`config.mk`:
```
export PLATFORM = sky130hd
export DESIGN_NAME = turntable_key_input_conditioner
export DESIGN_NICKNAME = d
export VERILOG_FILES = /design/src/sv/ttkc_pkg.sv /design/src/sv/ttkc_key_lane.sv /design/src/sv/ttkc_scratch.sv /design/src/sv/turntable_key_input_conditioner.sv
export SDC_FILE = /design/constraint.sdc
export NUM_CORES = 1
export LEC_CHECK = 0
export ABC_AREA = 1
export CELL_PAD_IN_SITES_DETAIL_PLACEMENT = 1
export CELL_PAD_IN_SITES_GLOBAL_PLACEMENT = 2
export CORE_MARGIN = 2
export CORE_UTILIZATION = 42
export DETAILED_ROUTE_END_ITERATION = 10
export DONT_BUFFER_PORTS = 1
export PLACE_DENSITY_LB_ADDON = 0.1
export SLEW_MARGIN = 10
export SYNTH_ARGS = -nofsm -noshare
export SYNTH_HDL_FRONTEND = slang
export SYNTH_SLANG_ARGS = --single-unit
export TNS_END_PERCENT = 20
```
`constraint.sdc`:
```
create_clock -name clk -period 12.49 [get_ports clk]
set_clock_uncertainty 0.05 [all_clocks]
set_input_delay 0.6245 -clock clk [delete_from_list [all_inputs] [get_ports clk]]
set_output_delay 0.6245 -clock clk [all_outputs]
set_load 0.02 [all_outputs]
```
`src/sv/ttkc_pkg.sv`:
```
// ----------------------------------------------------------------------------
// ttkc_pkg
// Shared types and constants for the turntable key input conditioner.
// ----------------------------------------------------------------------------
`default_nettype none

package ttkc_pkg;

	localparam int NUM_KEYS_DEF = 11;
	localparam int SLOW_KEY     = 7;
	localparam int CFG_DW       = 32;
	localparam int CFG_AW       = 5;

	localparam logic        MODE_RESET     = 1'b0;
	localparam logic [2:0]  STEP_RESET     = 3'd1;
	localparam logic [7:0]  DEBOUNCE_RESET = 8'd20;
	localparam logic [9:0]  IDLE_RESET     = 10'd150;
	localparam logic [15:0] PRESENT_RESET  = 16'h01FF;

	localparam logic [7:0]        WHEEL_BIAS = 8'h80;
	localparam logic signed [7:0] AXIS_UP    = 8'sh7F;
	localparam logic signed [7:0] AXIS_DOWN  = 8'sh80;
	localparam logic signed [7:0] AXIS_ZERO  = 8'sh00;

	typedef enum logic [2:0] {
		REG_MODE     = 3'd0,
		REG_STEP     = 3'd1,
		REG_DEBOUNCE = 3'd2,
		REG_IDLE     = 3'd3,
		REG_PRESENT  = 3'd4
	} reg_idx_t;

	typedef enum logic [1:0] {
		DIR_DOWN = 2'd0,
		DIR_IDLE = 2'd1,
		DIR_UP   = 2'd2
	} dir_t;

	typedef enum logic [1:0] {
		CHK_0   = 2'd0,
		CHK_1   = 2'd1,
		CHK_DUE = 2'd2
	} chk_t;

	typedef struct packed {
		logic       mode;
		logic [2:0] step;
		logic [9:0] idle_limit;
	} scr_cfg_t;

	typedef struct packed {
		logic phase_a;
		logic phase_b;
		logic tick;
		logic slow_held;
	} scr_in_t;

endpackage

`default_nettype wire

```
`src/sv/ttkc_key_lane.sv`:
```
// ----------------------------------------------------------------------------
// ttkc_key_lane
// Debounce lane for one key: settle counter and accepted key level.
// ----------------------------------------------------------------------------
`default_nettype none

module ttkc_key_lane (
	input  wire logic       clk,
	input  wire logic       arst_n,
	input  wire logic       advance,
	input  wire logic       present,
	input  wire logic       level,
	input  wire logic       tick,
	input  wire logic [7:0] debounce_ms,
	output logic            pressed
);
	import ttkc_pkg::*;

	logic       state_q;
	logic [7:0] settle_q;
	logic [7:0] settle_inc;
	logic       take;
	logic       state_d;
	logic [7:0] settle_d;

	always_comb begin
		settle_inc = (tick && (settle_q < debounce_ms)) ? settle_q + 8'd1 : settle_q;
		take       = (level != state_q) && (settle_inc >= debounce_ms);
		state_d    = take ? level : state_q;
		settle_d   = take ? 8'd0 : settle_inc;
		pressed    = present && !state_d;
	end

	always_ff @(posedge clk or negedge arst_n) begin
		if (!arst_n) begin
			state_q  <= 1'b1;
			settle_q <= DEBOUNCE_RESET;
		end else if (advance && present) begin
			state_q  <= state_d;
			settle_q <= settle_d;
		end
	end

endmodule

`default_nettype wire

```
`src/sv/ttkc_scratch.sv`:
```
// ----------------------------------------------------------------------------
// ttkc_scratch
// Wheel position tracking from the phase pair and scratch direction check.
// ----------------------------------------------------------------------------
`default_nettype none

module ttkc_scratch (
	input  wire logic              clk,
	input  wire logic              arst_n,
	input  wire logic              advance,
	input  ttkc_pkg::scr_in_t      smp,
	input  ttkc_pkg::scr_cfg_t     cfg,
	output logic signed [7:0]      x_axis,
	output logic signed [7:0]      y_axis
);
	import ttkc_pkg::*;

	logic [7:0] wheel_q;
	logic       prev_valid_q;
	logic       prev_a_q;
	logic [7:0] prev_pos_q;
	dir_t       dir_q;
	logic [9:0] idle_q;
	chk_t       chk_q;

	logic [7:0] step;
	logic [7:0] wheel_d;
	chk_t       chk_inc;
	chk_t       chk_d;
	logic       run;
	dir_t       dir_d;
	logic [9:0] idle_d;
	logic [7:0] prev_pos_d;

	always_comb begin
		step    = smp.slow_held ? 8'd1 : {5'd0, cfg.step};
		wheel_d = wheel_q;
		if (prev_valid_q && (smp.phase_a != prev_a_q)) begin
			wheel_d = (smp.phase_a == smp.phase_b) ? wheel_q + step : wheel_q - step;
		end

		chk_inc = (smp.tick && (chk_q != CHK_DUE)) ? chk_t'(chk_q + 2'd1) : chk_q;
		run     = (chk_inc == CHK_DUE);
		chk_d   = run ? CHK_0 : chk_inc;

		dir_d      = dir_q;
		idle_d     = idle_q;
		prev_pos_d = prev_pos_q;
		if (run) begin
			prev_pos_d = wheel_d;
			if (wheel_d != prev_pos_q) begin
				idle_d = 10'd0;
				if (wheel_d > prev_pos_q) begin
					dir_d = ((wheel_d - prev_pos_q) > 8'd127) ? DIR_DOWN : DIR_UP;
				end else begin
					dir_d = ((prev_pos_q - wheel_d) > 8'd127) ? DIR_UP : DIR_DOWN;
				end
			end else if (idle_q >= cfg.idle_limit) begin
				dir_d = DIR_IDLE;
			end else begin
				idle_d = idle_q + 10'd1;
			end
		end

		if (!cfg.mode) begin
			x_axis = signed'(wheel_d ^ WHEEL_BIAS);
			y_axis = AXIS_ZERO;
		end else begin
			x_axis = AXIS_ZERO;
			case (dir_d)
				DIR_UP:   y_axis = AXIS_UP;
				DIR_DOWN: y_axis = AXIS_DOWN;
				default:  y_axis = AXIS_ZERO;
			endcase
		end
	end

	always_ff @(posedge clk or negedge arst_n) begin
		if (!arst_n) begin
			wheel_q      <= 8'd0;
			prev_valid_q <= 1'b0;
			prev_a_q     <= 1'b0;
			prev_pos_q   <= 8'd0;
			dir_q        <= DIR_IDLE;
			idle_q       <= 10'd0;
			chk_q        <= CHK_DUE;
		end else if (advance) begin
			wheel_q      <= wheel_d;
			prev_valid_q <= 1'b1;
			prev_a_q     <= smp.phase_a;
			prev_pos_q   <= prev_pos_d;
			dir_q        <= dir_d;
			idle_q       <= idle_d;
			chk_q        <= chk_d;
		end
	end

endmodule

`default_nettype wire

```
`src/sv/turntable_key_input_conditioner.sv`:
```
// ----------------------------------------------------------------------------
// turntable_key_input_conditioner
// Per-key debounce lanes plus wheel tracking, merged into one report item.
//
//   channel   dir  handshake               payload
//   s_axis    in   tvalid/tready           key_levels, phase_a, phase_b, ms_tick
//   m_axis    out  tvalid/tready           buttons, x_axis, y_axis
//   apb       in   psel/penable/pready     scratch_mode .. key_present at 4*i
//
// One item per cycle while the report side is not stalled; each report is registered and
// appears in the cycle after its sample. The sample is taken whenever the report register
// is empty or being taken. A stalled report holds in the output register and blocks only new samples.
// Reset sets key lanes to released, resets wheel state and clears the report valid flag (report data has no reset).
// ----------------------------------------------------------------------------
`default_nettype none

module turntable_key_input_conditioner #(
	parameter int NUM_KEYS = ttkc_pkg::NUM_KEYS_DEF,
	localparam int IN_W  = ((NUM_KEYS + 3 + 7) / 8) * 8,
	localparam int OUT_W = ((NUM_KEYS + 16 + 7) / 8) * 8
) (
	input  wire logic                        clk,
	input  wire logic                        arst_n,
	input  wire logic                        s_axis_tvalid,
	output logic                             s_axis_tready,
	// key_levels, phase_a, phase_b, ms_tick, zero fill
	input  wire logic [IN_W-1:0]             s_axis_tdata,
	output logic                             m_axis_tvalid,
	input  wire logic                        m_axis_tready,
	// buttons, x_axis, y_axis, zero fill
	output logic [OUT_W-1:0]                 m_axis_tdata,
	input  wire logic                        psel,
	input  wire logic                        penable,
	input  wire logic                        pwrite,
	input  wire logic [ttkc_pkg::CFG_AW-1:0] paddr,
	input  wire logic [ttkc_pkg::CFG_DW-1:0] pwdata,
	output logic [ttkc_pkg::CFG_DW-1:0]      prdata,
	output logic                             pready
);
	import ttkc_pkg::*;

	logic                mode_q;
	logic [2:0]          step_q;
	logic [7:0]          debounce_q;
	logic [9:0]          idle_lim_q;
	logic [NUM_KEYS-1:0] present_q;

	logic                cfg_wr;
	reg_idx_t            cfg_idx;

	logic                advance;
	logic [NUM_KEYS-1:0] levels;
	logic                tick;
	logic [NUM_KEYS-1:0] pressed;
	scr_in_t             smp;
	scr_cfg_t            scfg;
	logic signed [7:0]   x_axis;
	logic signed [7:0]   y_axis;

	logic                m_valid_q;
	logic [OUT_W-1:0]    m_data_q;

	assign pready  = 1'b1;
	assign cfg_wr  = psel && penable && pwrite;
	assign cfg_idx = reg_idx_t'(paddr[CFG_AW-1:2]);

	always_ff @(posedge clk or negedge arst_n) begin
		if (!arst_n) begin
			mode_q     <= MODE_RESET;
			step_q     <= STEP_RESET;
			debounce_q <= DEBOUNCE_RESET;
			idle_lim_q <= IDLE_RESET;
			present_q  <= PRESENT_RESET[NUM_KEYS-1:0];
		end else if (cfg_wr) begin
			unique case (cfg_idx)
				REG_MODE:     mode_q     <= pwdata[0];
				REG_STEP:     step_q     <= pwdata[2:0];
				REG_DEBOUNCE: debounce_q <= pwdata[7:0];
				REG_IDLE:     idle_lim_q <= pwdata[9:0];
				REG_PRESENT:  present_q  <= pwdata[NUM_KEYS-1:0];
				default:      ;
			endcase
		end
	end

	always_comb begin
		unique case (cfg_idx)
			REG_MODE:     prdata = CFG_DW'(mode_q);
			REG_STEP:     prdata = CFG_DW'(step_q);
			REG_DEBOUNCE: prdata = CFG_DW'(debounce_q);
			REG_IDLE:     prdata = CFG_DW'(idle_lim_q);
			REG_PRESENT:  prdata = CFG_DW'(present_q);
			default:      prdata = '0;
		endcase
	end

	assign s_axis_tready = !m_valid_q || m_axis_tready;
	assign advance       = s_axis_tvalid && s_axis_tready;
	assign levels        = s_axis_tdata[NUM_KEYS-1:0];
	assign tick          = s_axis_tdata[NUM_KEYS+2];

	for (genvar k = 0; k < NUM_KEYS; k++) begin : g_lane
		ttkc_key_lane u_lane (
			.clk         (clk),
			.arst_n      (arst_n),
			.advance     (advance),
			.present     (present_q[k]),
			.level       (levels[k]),
			.tick        (tick),
			.debounce_ms (debounce_q),
			.pressed     (pressed[k])
		);
	end

	always_comb begin
		smp.phase_a     = s_axis_tdata[NUM_KEYS];
		smp.phase_b     = s_axis_tdata[NUM_KEYS+1];
		smp.tick        = tick;
		smp.slow_held   = !levels[SLOW_KEY];
		scfg.mode       = mode_q;
		scfg.step       = step_q;
		scfg.idle_limit = idle_lim_q;
	end

	ttkc_scratch u_scratch (
		.clk     (clk),
		.arst_n  (arst_n),
		.advance (advance),
		.smp     (smp),
		.cfg     (scfg),
		.x_axis  (x_axis),
		.y_axis  (y_axis)
	);

	always_ff @(posedge clk or negedge arst_n) begin
		if (!arst_n) begin
			m_valid_q <= 1'b0;
		end else if (s_axis_tready) begin
			m_valid_q <= s_axis_tvalid;
		end
	end

	always_ff @(posedge clk) begin
		if (advance) begin
			m_data_q <= OUT_W'({y_axis, x_axis, pressed});
		end
	end

	assign m_axis_tvalid = m_valid_q;
	assign m_axis_tdata  = m_data_q;

endmodule

`default_nettype wire

```
**Word level (Yosys, flattened, before mapping)**

Index checks and enable logic that the tools add are counted.

- Add/sub/neg operators: 17
- $lt $le $gt $ge: 26
- Eq/ne operators: 22
- Multiplexer cells: 48
- Bitwise logic cells: 1
- Reductions and logical operators: 71

Operators by type and width:

| cell | number |
|---|---|
| $mux W8 | 24 |
| $add A8 B1 Y8 const B | 11 |
| $ge A8 B8 Y1 | 11 |
| $lt A8 B8 Y1 | 11 |
| $pmux W11 S5 | 1 |
| $logic_and A1 B1 Y1 | 49 |
| $sub A8 B8 Y8 | 3 |
| $mux W10 | 2 |
| $gt A8 B7 Y1 const B | 2 |
| $mux W2 | 8 |
| $pmux W8 S2 | 1 |
| $logic_not A1 Y1 | 12 |
| $ne A1 B1 Y1 | 12 |
| $reduce_and A2 Y1 | 6 |
| $mux W1 | 11 |
| $add A10 B1 Y10 const B | 1 |
| $ge A10 B10 Y1 | 1 |
| $add A8 B8 Y8 | 1 |
| $gt A8 B8 Y1 | 1 |
| $ne A8 B8 Y1 | 1 |
| $eq A3 B2 Y1 const B | 2 |
| $eq A2 B2 Y1 const B | 2 |
| $eq A3 B1 Y1 const B | 1 |
| $eq A3 B3 Y1 const B | 1 |
| other kinds (10) | 10 |

- Flip-flop bits (word level): 192
- Input port bits: 60
- Word-level logic and storage cells: 223

**Depth between registers and ports, before layout**

Gate-level depths: netlist (run 1).

- Word-level depth: 12
- Mapped depth: 31
- Gate-level depth less buffers: 31

**Hierarchy**

A second synthesis (run 1) with hierarchy kept.

- Cells, all modules: 2414
- Area total of the unflattened synthesis: 17141.4 um^2

By module, submodules not included:

| module | times used | cells an instance | area each (um^2) |
|---|---|---|---|
| ttkc_key_lane | 11 | 161 | 1063.5 |
| ttkc_scratch | 1 | 380 | 2770.2 |
| turntable_key_input_conditioner | 1 | 263 | 2672.6 |

**Worst setup path before layout (run 1)**

Ideal clock, no wire load.

- Path type: input to register
- Start: input s_axis_tdata[7]
- End: register m_data_q[26] (netlist: m_axis_tdata[26]) (data pin)
- Setup time: 0.249 ns
- Arrival time: 4.068 ns
- Path slack: 8.123 ns
- Stages: 29
- Path buffers: 0
- Path through: inv_1 > nor2_1 > ha_1 > nand2_1 > o21ai_0 > fa_1 > nand2_1 > nand2_1 > a21oi_1 > nor2_1 > inv_1 > nand2_1 > a21oi_2 > xnor2_1 > nand2_1 > o21ai_2 > inv_1 > ha_1 > nand2_2 > nor4_4 > a21oi_2 > nor2_1 > nand2_1 > nand2_1 > nand2_1 > nand3_1 > nand3_1 > nand2_1 > inv_1

- Cells in the longest elaborated chain, start to end: 12

Ends and longest elaborated chain:

| element | RTL line | RTL |
|---|---|---|
| start: declaration | turntable_key_input_conditioner.sv:27 | `input wire logic [IN_W-1:0] s_axis_tdata,` |
| $mux W3 (*) | ttkc_scratch.sv:36 | `step = smp.slow_held ? 8'd1 : {5'd0, cfg.step};` |
| $sub A8 B8 Y8 or $add A8 B8 Y8 (tied branches) | ttkc_scratch.sv:39 | `wheel_d = (smp.phase_a == smp.phase_b) ? wheel_q + step : wheel_q - step;` |
| $mux W8 (*) | ttkc_scratch.sv:39 |  |
| $mux W8 (*) | ttkc_scratch.sv:38 | `if (prev_valid_q && (smp.phase_a != prev_a_q)) begin` |
| $sub A8 B8 Y8, on equally long branches | ttkc_scratch.sv:56, ttkc_scratch.sv:54 |  |
| $gt A8 B7 Y1, on equally long branches | ttkc_scratch.sv:56, ttkc_scratch.sv:54 |  |
| $mux W2, on equally long branches | ttkc_scratch.sv:56, ttkc_scratch.sv:54 |  |
| $mux W2 | ttkc_scratch.sv:53 | `if (wheel_d > prev_pos_q) begin` |
| $mux W2 (*) | ttkc_scratch.sv:51 | `if (wheel_d != prev_pos_q) begin` |
| $mux W2 (*) | ttkc_scratch.sv:49 | `if (run) begin` |
| $eq A2 B2 Y1 or $logic_not A2 Y1 (tied branches) | ttkc_scratch.sv:70 | `case (dir_d)` |
| $pmux W8 S2 (*) | ttkc_scratch.sv:70 |  |
| end signal: assignment | turntable_key_input_conditioner.sv:145 | `m_data_q <= OUT_W'({y_axis, x_axis, pressed});` |
| end: declaration | turntable_key_input_conditioner.sv:61 | `logic [OUT_W-1:0] m_data_q;` |

Every way passes the cells marked *; elsewhere a longest branch is shown, timed or not.
A chain may end at the register's enable or synchronous reset.

**Final worst setup path (run 1)**

- Start: register step_q[0]
- End: register m_data_q[26] (netlist: m_axis_tdata[26]) (data pin)

- Cells in the longest elaborated chain, start to end: 12

Ends and longest elaborated chain:

| element | RTL line | RTL |
|---|---|---|
| start: declaration | turntable_key_input_conditioner.sv:43 | `logic [2:0] step_q;` |
| start signal: assignment | turntable_key_input_conditioner.sv:77 | `REG_STEP: step_q <= pwdata[2:0];` |
| $mux W3 (*) | ttkc_scratch.sv:36 |  |
| $sub A8 B8 Y8 or $add A8 B8 Y8 (tied branches) | ttkc_scratch.sv:39 |  |
| $mux W8 (*) | ttkc_scratch.sv:39 |  |
| $mux W8 (*) | ttkc_scratch.sv:38 |  |
| $sub A8 B8 Y8, on equally long branches | ttkc_scratch.sv:56, ttkc_scratch.sv:54 |  |
| $gt A8 B7 Y1, on equally long branches | ttkc_scratch.sv:56, ttkc_scratch.sv:54 |  |
| $mux W2, on equally long branches | ttkc_scratch.sv:56, ttkc_scratch.sv:54 |  |
| $mux W2 | ttkc_scratch.sv:53 |  |
| $mux W2 (*) | ttkc_scratch.sv:51 |  |
| $mux W2 (*) | ttkc_scratch.sv:49 |  |
| $eq A2 B2 Y1 or $logic_not A2 Y1 (tied branches) | ttkc_scratch.sv:70 |  |
| $pmux W8 S2 (*) | ttkc_scratch.sv:70 |  |

Marks and branches as above.

==> run_results.csv, run 1 <==
group,metric,value,unit
synthesis,synth.distinct_cells,49,
worst_setup_path,worst_setup_path_start_kind,"flop",
status,status,"finished, final reports clean",
routing,drc,0,
global_route,grt_pass1_wl,69.4,mm
synthesis,synth_seq_cells,186,
power_and_ir_drop,pwr-share-comb,57.5,%
worst_setup_path,path_max_fanout,7,
power_and_ir_drop,p_clk_share,14.3,%
die,dieWidth,191,um
timing,rsz0062_at_grt,"false",
worst_setup_path,crit_path_end_kind,"flop",
power_and_ir_drop,total_power,3.95,mW
synthesis,asyncSetResetFlopFracSynth,88.7,%
finish,areaGrowthSynthToFinish,7.07,%
clock_network,post_cts_resized,0,
routing,wl_per_cell,18.3,um
finish,fin_util,45.6,%
die,rows,68,
worst_setup_path,reg2reg_slack,7660,ps
clock_network,cts_sinks,186,
routing,drt_iter0_markers,414,
routing,dr_total_vias,12400,
clock_network,numCtsBuffers,17,
finish,register_area,4820,sq um
worst_setup_path,rr_worst_depth,28,
power_and_ir_drop,p_sw,1.92,mW
worst_setup_path,worst_ep_required_time,12650,ps
timing,hold_viol_final,0,
synthesis,netlist_area,14700,sq um
finish,final_common_cell,"nand2_1",
timing,worst_slew_pin_slew,1100,ps
global_route,grt_pass1_vias,13200,
clock_network,cts.htree.levels,4,
synthesis,seq_area_frac_synth,32.9,%
clock_network,insertion_delay,460,ps
routing,routed_via_density,5.30,
worst_setup_path,cpMaxStageDelayCell,"nor4_4",
routing,wl,42.6,mm
timing,finalWorstSetupSlack,7660,ps
finish,fillers,4208,
timing,min_period,4830,ps
power_and_ir_drop,irDropWorstVdd,0.111,mV
timing,drv_slew,0,
clock_network,clkTransAtPathRegs,70,ps
placed_design,dp_slack,7250,ps
timing,relSlewSlack,26.4,%
power_and_ir_drop,p_sw_share,48.7,%
die,die_area,36500,sq um
synthesis,syn_inst,1856,
die,start_util,42.6,%
power_and_ir_drop,p_leak,7.67,nW
power_and_ir_drop,pwr_density_cell,251,nW/um^2
global_route,grt.total_usage,24.4,%
clock_network,clockBufferDepth,2,
timing,final-setup-viol-count,0,
synthesis,syn_avg_cell_area,7.91,sq um
power_and_ir_drop,seq_power_share,28.2,%
global_route,grt_max_degree,163,
routing,drtAntennaViolNets,0,
global_route,overflow,0,
power_and_ir_drop,p_int,2.03,mW
timing,tns,0,ps
min_path,worstHoldPathType,"input pin to async pin",
worst_setup_path,critPathKind,"flop to flop",
die,ioPinCount,127,
synthesis,synthFlopType,"dfrtp_1",
clock_network,cts_tree,"done",
die,coreArea,34500,sq um
worst_setup_path,cp_common_cell,"nand2_1",
placed_design,dpl.hpwl,30.4,mm
finish,final_nets,2130,
job,drv_cap,0,
die,fp.dieH,191,um
timing,finalCritPeriodShare,38.7,%
finish,num_antenna_cells,0,
worst_setup_path,cp_slowest_stage_delay,560,ps
routing,dr.pass1.iters,4,
synthesis,synth_edf_count,21,
placed_design,port-buffer-count,0,
clock_network,cts-root-buf,"clkbuf_16",
timing,max_freq,207,MHz
placed_design,gp_congestion,0.820,
global_route,grt_antenna_before_repair,0,
synthesis,yosys_warnings,0,
finish,layout-drive-gt1-share,7.47,%
finish,final_cell_mix,"nand2_1, inv_1, ha_1, o21ai_0, dfrtp_1",
finish,multiInputGateArea,8370,sq um
worst_setup_path,cp.arrival,4990,ps
cell families (layout without fill, tap and decap cells):
logic type / after synthesis / in the layout / share of synthesized area, %
AOI/OAI and AO/OA: 401 / 401 / 15.5
xor gates and xnor gates: 92 / 92 / 5.49
adders and majority gates: 209 / 209 / 17.9
buffers and inverters: 383 / 376 / 10.7
DFF: 186 / 186 / 32.9
other: 2 / 27 / 0.0512
and+or+nand+nor: 583 / 583 / 17.5
worst max-delay path: cells and delay by family, from the launching register on:
kind	cells	cell delay, ps
buffers and inverters	3	200
AND/OR/NAND/NOR	16	2050
XOR/XNOR	1	130
adder cells (fa/ha/maj)	3	1130
AO/OA/AOI/OAI	5	650
flip-flops	1	380
timing repair:
action | 4_1_cts | 5_1_grt
hold endpoints to repair | 162 | 0
buffers inserted | 0 | 0
hold buffers | 2 | 0
flip-flops by register name, indices dropped and copies added (netlist names):
signal and count:
debounce_q 8, g_lane.u_lane.settle_q 88, g_lane.u_lane.state_q 11, idle_lim_q 10, m_axis_tdata 21, m_axis_tvalid 1, mode_q 1, present_q 11
step_q 3, u_scratch.chk_q 2, u_scratch.dir_q 2, u_scratch.idle_q 10, u_scratch.prev_a_q 1, u_scratch.prev_pos_q 8, u_scratch.prev_valid_q 1, u_scratch.wheel_q 8
final timing paths:
path,start,end
max,step_q[0]$_DFFE_PN1P_,m_axis_tdata[26]$_SDFFCE_PN0P_
min,arst_n,idle_lim_q[9]$_DFFE_PN0P_
max reg2reg,step_q[0]$_DFFE_PN1P_,m_axis_tdata[26]$_SDFFCE_PN0P_
min reg2reg,u_scratch.prev_valid_q$_DFFE_PN0P_,u_scratch.prev_valid_q$_DFFE_PN0P_
max in group asynchronous,arst_n,g_lane[4].u_lane.state_q$_DFFE_PN1P_
min in group clk,pwdata[8],present_q[8]$_DFFE_PN1P_
synthesized netlist by cell type (8+ instances only):
library cell	count	area [sq um]
nor4_1	10	62.6
xor2_1	88	771
o21ai_0	173	866
o21ai_1	12	60.1
edfxtp_1	21	631
clkbuf_1	16	60.1
o2111ai_1	11	96.3
dfstp_2	51	1340
buf_4	33	248
a21oi_1	98	490
nand3_2	8	80.1
o22ai_1	68	425
inv_1	318	1190
nand4_1	42	263
nand3_1	44	220
o21a_1	13	97.6
nand2_1	337	1260
dfrtp_1	114	2850
nor3_1	31	155
nor2_1	89	334
ha_1	208	2600
cell type report:
type                       instances  share of cell area (%)
tap                              455                    3.62
clock buffer                      25                    3.10
clock inverter                     7                   0.581
multi-input combinational       1312                    53.3
timing repair buffer              15                   0.860
sequential                       186                    30.7
inverter                         329                    7.88
through the flow:
step | hold slack, ps | instance area [sq um] | cells
final | 160 | 15700 | 2329
after global routing | 242 | 15700 | 2329
after CTS | 212 | 15700 | 2329
after detailed placement | 286 | 15100 | 2295
after global placement | 286 | 15100 | 2295
after floorplan | 279 | 14800 | 1881
power by group through the flow:
stage	Sequential [mW]	Combinational [mW]	Clock, mW
floorplan	1.05	1.73	0
CTS	1.12	2.31	0.580
detailed placement	1.13	2.27	0
global route	1.15	2.68	0.597
finish	1.12	2.27	0.563
global placement	1.12	2.17	0
metal layers:
layer  track usage [%]  vias up  share of wire [%]
li1                  -     6176                  -
met2              44.3      119                 50
met1              31.0     6033                 47
met3              3.21       24                2.5
met4              4.77        0               0.93
met5                 0        -                  0
Note: power is estimated with default switching activity, not from simulation.
==> run 2: changes to the inputs <==
- ABC_AREA: 1 -> 0
- CORE_UTILIZATION: 42 -> 41
- clock period: 12.49 -> 4.9 ns (I/O delays scaled with it)
==> run 2 against run 1 <==
Net effect:
- design area is 7.1% higher
- critical path depth is 9 lower
- maximum frequency is 2.8% higher
- total power is 99% higher
- combinational power is 68% higher
- area after synthesis is 3.2% higher
- critical endpoint unchanged
- largest cell class unchanged
==> run_results.csv, run 2 <==
group,metric,value,unit
status,status,"finished, final reports clean",
clock_network,cts.htree.levels,4,
timing,drv_slew,0,
synthesis,syn_inst,1635,
timing,worst_slew_pin_slew,1100,ps
synthesis,synthTopCellsByArea,"dfrtp_1, ha_1, dfstp_2",
global_route,grt_pass1_wl,73.0,mm
job,drv_cap,0,
power_and_ir_drop,pwr_density_cell,467,nW/um^2
finish,regMostFlops,"g_lane.u_lane.settle_q",
routing,wl,44.5,mm
placed_design,port-buffer-count,0,
global_route,grt_antenna_before_repair,3,
routing,dr_total_vias,12600,
routing,drtAntennaViolNets,0,
synthesis,synth_top_cell_area_share,18.8,%
finish,largest_register_ffs,88,
clock_network,numCtsBuffers,17,
clock_network,insertion_delay,470,ps
synthesis,synth_simple_gate_area_share,17.2,%
timing,hold_viol_final,0,
synthesis,synth_top_family_by_area,"compound AO/OA/AOI/OAI gates",
power_and_ir_drop,p_sw,3.41,mW
timing,min_period,4700,ps
synthesis,seq_area_frac_synth,31.8,%
placed_design,gp_congestion,0.822,
synthesis,synth_compound_area_share,19.5,%
worst_setup_path,critPathKind,"flop to flop",
clock_network,cts-root-buf,"clkbuf_16",
finish,final_cell_mix,"ha_1, nand2_1, o21ai_0, dfrtp_1, inv_1",
timing,final-setup-viol-count,0,
finish,final_nets,1961,
worst_setup_path,worst_setup_path_start_kind,"flop",
finish,postLayoutCellArea,16800,sq um
worst_setup_path,worst_ep_required_time,5070,ps
die,coreArea,36500,sq um
clock_network,cts_sinks,186,
synthesis,synthAdderAreaFrac,17.4,%
synthesis,synth-xor-area-share,5.26,%
die,start_util,41.5,%
synthesis,synth.distinct_cells,76,
finish,areaGrowthSynthToFinish,11.1,%
power_and_ir_drop,irDropWorstVdd,0.254,mV
synthesis,synth_area_leader_cell,"dfrtp_1",
global_route,grt_pass1_vias,13400,
timing,max_freq,213,MHz
min_path,worstHoldPathType,"input pin to flop",
synthesis,yosys_warnings,0,
power_and_ir_drop,p_leak,7.92,nW
global_route,grt.total_usage,24.0,%
routing,wl_per_cell,20.5,um
power_and_ir_drop,pwr-share-comb,48.5,%
timing,relSlewSlack,26.4,%
power_and_ir_drop,p_int,4.44,mW
placed_design,placed_area,15800,sq um
routing,routed_via_density,5.78,
finish,final_common_cell,"ha_1",
synthesis,asyncSetResetFlopFracSynth,88.7,%
synthesis,synth_seq_cells,186,
die,rows,70,
finish,layout-drive-gt1-share,12.1,%
finish,fin_util,46.1,%
power_and_ir_drop,p_clk_share,18.2,%
synthesis,netlist_top_cells_count,"ha_1, nand2_1, o21ai_0",
worst_setup_path,path_max_fanout,5,
synthesis,syn_avg_cell_area,9.26,sq um
die,fp.dieH,196,um
finish,fillers,4157,
global_route,grt_max_degree,166,
clock_network,clockBufferDepth,2,
worst_setup_path,cp.arrival,4860,ps
synthesis,synth_edf_count,21,
worst_setup_path,crit_path_end_kind,"flop",
placed_design,dpl.hpwl,32.3,mm
synthesis,yosysMostFrequentCell,"ha_1",
synthesis,synthMuxAreaShare,4.50,%
global_route,overflow,0,
routing,drc,0,
die,die_area,38500,sq um
power_and_ir_drop,seq_power_share,33.3,%
clock_network,clkTransAtPathRegs,80,ps
die,dieWidth,196,um
clock_network,cts_tree,"done",
power_and_ir_drop,p_sw_share,43.4,%
synthesis,netlist_area,15100,sq um
timing,finalCritPeriodShare,95.9,%
synthesis,synthFlopType,"dfrtp_1",
routing,drt_iter0_markers,555,
die,ioPinCount,127,
routing,dr.pass1.iters,5,
[run 2: cell count changes after synthesis, moves of 47 or more]
cell	previous run	this run
inv_1	318	73
xnor2_1	4	61
o21ai_0	173	122
nand2_1	337	163
xor2_1	88	30
a21o_1	0	52
nand2b_1	0	47
[run 2: cell families (layout without fill, tap and decap cells)]
group / after synthesis / after routing
AND/OR/NAND/NOR: 508 / 508
XOR/XNOR: 91 / 91
adder cells (fa/ha/maj): 210 / 210
other: 2 / 29
flip-flops: 186 / 186
buffers and inverters: 137 / 182
AO/OA/AOI/OAI: 438 / 438
multiplexers: 63 / 63
[run 2: what timing repair did]
item | 4_1_cts | 5_1_grt
buffers inserted | 1 | 4
gates cloned | 0 | 0
endpoints found under the hold margin | 211 | 0
setup endpoints to repair | 1 | 8
hold buffers | 29 | 0
resized for setup | 2 | 13
pin swaps | 1 | 8
[run 2: power by group through the flow]
stage / registers, mW / clock network (mW) / logic [mW]
final: 2.62 / 1.43 / 3.81
after floorplan: 2.43 / 0 / 2.68
after CTS: 2.62 / 1.47 / 3.74
after detailed placement: 2.64 / 0 / 3.64
after global routing: 2.69 / 1.53 / 4.37
after global placement: 2.63 / 0 / 3.48
[run 2: worst max-delay path: stages (launching register included)]
cell and delay, ps:
dfstp_2 550, nand2b_4 130, inv_1 40, ha_1 260
nand2_1 70, o21ai_1 120, ha_1 380, a211oi_4 330
o21bai_4 120, o211ai_1 200, o211a_1 220, mux2i_1 230
xor2_1 130, ha_1 380, nand3_2 100, or3_4 350
nand2_1 80, mux2i_1 60, a211o_1 300, o311a_1 340
[run 2: stage by stage]
step	worst slack, ps	TNS [ps]	total power [mW]	std cells	hold WS [ps]
2_1_floorplan	353	0	5.11	1660	-101
3_3_place_gp	128	0	6.11	2107	-92.3
3_5_place_dp	-57.4	-57.4	6.28	2107	-92.8
4_1_cts	4.96	0	7.83	2169	26.1
5_1_grt	-11.5	-11.5	8.59	2175	30.4
6_report	203	0	7.85	2175	45.9
[run 2: worst paths after layout]
check | start | slack [ps] | endpoint | cells after the start
max in group asynchronous | arst_n | 3670 | u_scratch.idle_q[1]$_DFFE_PN0P_ | 2
worst min register to register | u_scratch.wheel_q[7]$_DFFE_PN0P_ | 440 | u_scratch.wheel_q[7]$_DFFE_PN0P_ | 1
worst min-delay path | paddr[3] | 50 | step_q[2]$_DFFE_PN0P_ | 2
min in group asynchronous | arst_n | 430 | g_lane[3].u_lane.settle_q[0]$_DFFE_PN0P_ | 2
worst max-delay path | step_q[0]$_DFFE_PN1P_ | 200 | m_axis_tdata[26]$_SDFFCE_PN0P_ | 19
worst max register to register | step_q[0]$_DFFE_PN1P_ | 200 | m_axis_tdata[26]$_SDFFCE_PN0P_ | 19
[run 2: final cells by class]
class | instances | area [sq um] | share of cell area, %
clock buffer | 19 | 454 | 2.70
inverter | 73 | 274 | 1.63
sequential | 186 | 4820 | 28.7
multi-input combinational | 1337 | 9850 | 58.5
tap | 468 | 586 | 3.48
clock inverter | 13 | 128 | 0.758
antenna | 2 | 5.00 | 0.0297
timing repair buffer | 77 | 706 | 4.19
[run 2: metal layers]
metal / global-route usage (%) / vias up / share of wire [%]
li1: - / 6085 / -
met1: 30.2 / 6325 / 46
met4: 6.45 / 2 / 1.9
met5: 0 / - / 0.025
met3: 5.16 / 37 / 3.5
met2: 41.5 / 125 / 48
==> run 3: changes to the inputs <==
- CORE_MARGIN: 2 -> unset
- CORE_UTILIZATION: 41 -> 30
- SETUP_SLACK_MARGIN: unset -> 0.15
==> run 3 against run 2 <==
Net effect:
- core utilization is 11 points lower
- routed wire length is 7.7% higher
- critical endpoint unchanged
- non-clock buffer count is 18 higher
- via count is 0.18% lower
- clock power hardly changed
==> run_results.csv, run 3 (same netlist as run 2, synthesis figures left out) <==
group,metric,value,unit
finish,regMostFlops,"g_lane.u_lane.settle_q",
worst_setup_path,crit_start,"step_q[0]$_DFFE_PN1P_",
timing,finalCritPeriodShare,93.1,%
power_and_ir_drop,irDropWorstVdd,0.272,mV
clock_network,cts_sinks,186,
timing,relSlewSlack,29.5,%
finish,final_cell_mix,"ha_1, nand2_1, o21ai_0, dfrtp_1, inv_1",
clock_network,cts-root-buf,"clkbuf_16",
finish,largest_register_ffs,88,
timing,rsz0062_at_grt,"true",
worst_setup_path,cp.arrival,4760,ps
min_path,worstHoldPathType,"input pin to flop",
global_route,grt_pass1_vias,13200,
routing,wl_per_cell,20.0,um
clock_network,numCtsBuffers,17,
routing,drtAntennaViolNets,0,
finish,register_area,4820,sq um
clock_network,cts.htree.levels,4,
routing,dr_total_vias,12600,
power_and_ir_drop,pwr_density_cell,467,nW/um^2
min_path,hp-start,"paddr[3]",
placed_design,placed_area,16200,sq um
finish,final_nets,1979,
status,status,"finished, final reports clean",
global_route,grt_pass1_wl,77.0,mm
clock_network,clockBufferDepth,2,
finish,multiInputGateArea,9890,sq um
finish,fillers,5639,
timing,max_freq,219,MHz
global_route,overflow,0,
global_route,grt_antenna_before_repair,3,
worst_setup_path,crit_path_end_kind,"flop",
finish,final_common_cell,"ha_1",
worst_setup_path,path_max_fanout,4,
clock_network,clkTransAtPathRegs,80,ps
routing,dr.pass1.iters,5,
power_and_ir_drop,total_power,8.04,mW
timing,final-setup-viol-count,0,
die,dieWidth,227,um
timing,hold_viol_final,0,
finish,layout-drive-gt1-share,13.7,%
clock_network,cts_tree,"done",
worst_setup_path,critPathKind,"flop to flop",
placed_design,port-buffer-count,0,
power_and_ir_drop,p_leak,8.01,nW
worst_setup_path,worst_setup_path_start_kind,"flop",
worst_setup_path,worst_ep_required_time,5100,ps
worst_setup_path,rr_startpoint,"step_q[0]$_DFFE_PN1P_",
timing,min_period,4560,ps
job,drv_cap,0,
die,rows,81,
routing,routed_via_density,5.25,
placed_design,dpl.hpwl,34.5,mm
die,coreArea,49400,sq um
timing,tns,0,ps
placed_design,gp_congestion,0.790,
timing,worst_slew_pin_slew,1050,ps
timing,drv_slew,0,
die,start_util,30.7,%
finish,areaGrowthSynthToFinish,13.6,%
die,die_area,51400,sq um
routing,wl,47.9,mm
clock_network,insertion_delay,500,ps
routing,drt_iter0_markers,380,
global_route,grt.total_usage,19.6,%
finish,postLayoutCellArea,17200,sq um
die,ioPinCount,127,
routing,drc,0,
timing,hold-worst-slack,37.0,ps
die,fp.dieH,227,um
global_route,grt_max_degree,166,
run 3: changes by cell type in the layout (fill, tap and decap cells not counted), sizes merged:
cell         before  now
clkinv            6    1
bufinv            0    1
buf              49   68
clkbuf           19   24
dlygate4sd3      28   27
clkinvlp          0    1
inv              80   78
diode             2    3
run 3: per-layer routing:
layer	up-vias	global-route usage, %	share of wire, %
met5	-	0	0.035
li1	6150	-	-
met1	6238	25.8	47
met3	47	3.19	2.2
met4	2	5.84	1.7
met2	114	32.9	49
run 3: layout make-up:
cell class | instances | area share (%)
sequential | 186 | 28.0
timing repair buffer | 95 | 4.73
tap | 664 | 4.83
clock inverter | 8 | 0.480
clock buffer | 24 | 2.86
inverter | 73 | 1.59
multi-input combinational | 1337 | 57.4
antenna | 3 | 0.0436
run 3: final timing paths:
check	endpoint	slack, ps	cells after the start
setup / recovery	m_axis_tdata[26]$_SDFFCE_PN0P_	340	20
hold reg to reg	u_scratch.prev_a_q$_DFFE_PN0P_	450	2
setup reg to reg	m_axis_tdata[26]$_SDFFCE_PN0P_	340	20
max in group asynchronous	u_scratch.idle_q[2]$_DFFE_PN0P_	3600	2
min in group asynchronous	g_lane[1].u_lane.settle_q[0]$_DFFE_PN0P_	530	2
hold / removal	step_q[2]$_DFFE_PN0P_	40	2
run 3: power breakdown:
part | leakage (nW) | internal (mW) | total (mW) | switching [mW]
Sequential | 2.17 | 2.03 | 2.62 | 0.586
Combinational | 5.56 | 1.79 | 3.95 | 2.16
Clock | 0.282 | 0.763 | 1.46 | 0.702
run 3: metrics by stage:
stage,std cells,utilization (%),worst slack (ps)
2_1_floorplan,1660,-,353
3_3_place_gp,2318,32.7,88.3
3_5_place_dp,2318,32.7,22.3
4_1_cts,2380,34.6,183
5_1_grt,2389,34.9,58.7
6_report,2390,34.9,338
run 3: timing repair:
item	CTS	global route
pin swaps	3	14
setup endpoints to repair	2	34
endpoints found under the hold margin	212	0
resized for setup	8	20
setup buffers	2	7
hold buffers	28	0
run 3: worst max-delay path: stages (launching register included):
cell      delay (ps)
dfstp_2          540
nand2b_4         120
inv_1             40
ha_2             300
nand2_1           50
o21ai_2          100
ha_1             280
a211oi_2         300
o21bai_2         130
a31oi_1          210
o211a_1          200
mux2i_1          220
xor2_1            90
buf_4            150
ha_1             300
nand3_1          100
or3_4            350
nand2_1           80
mux2i_1           70
a211o_1          330
o311a_1          330
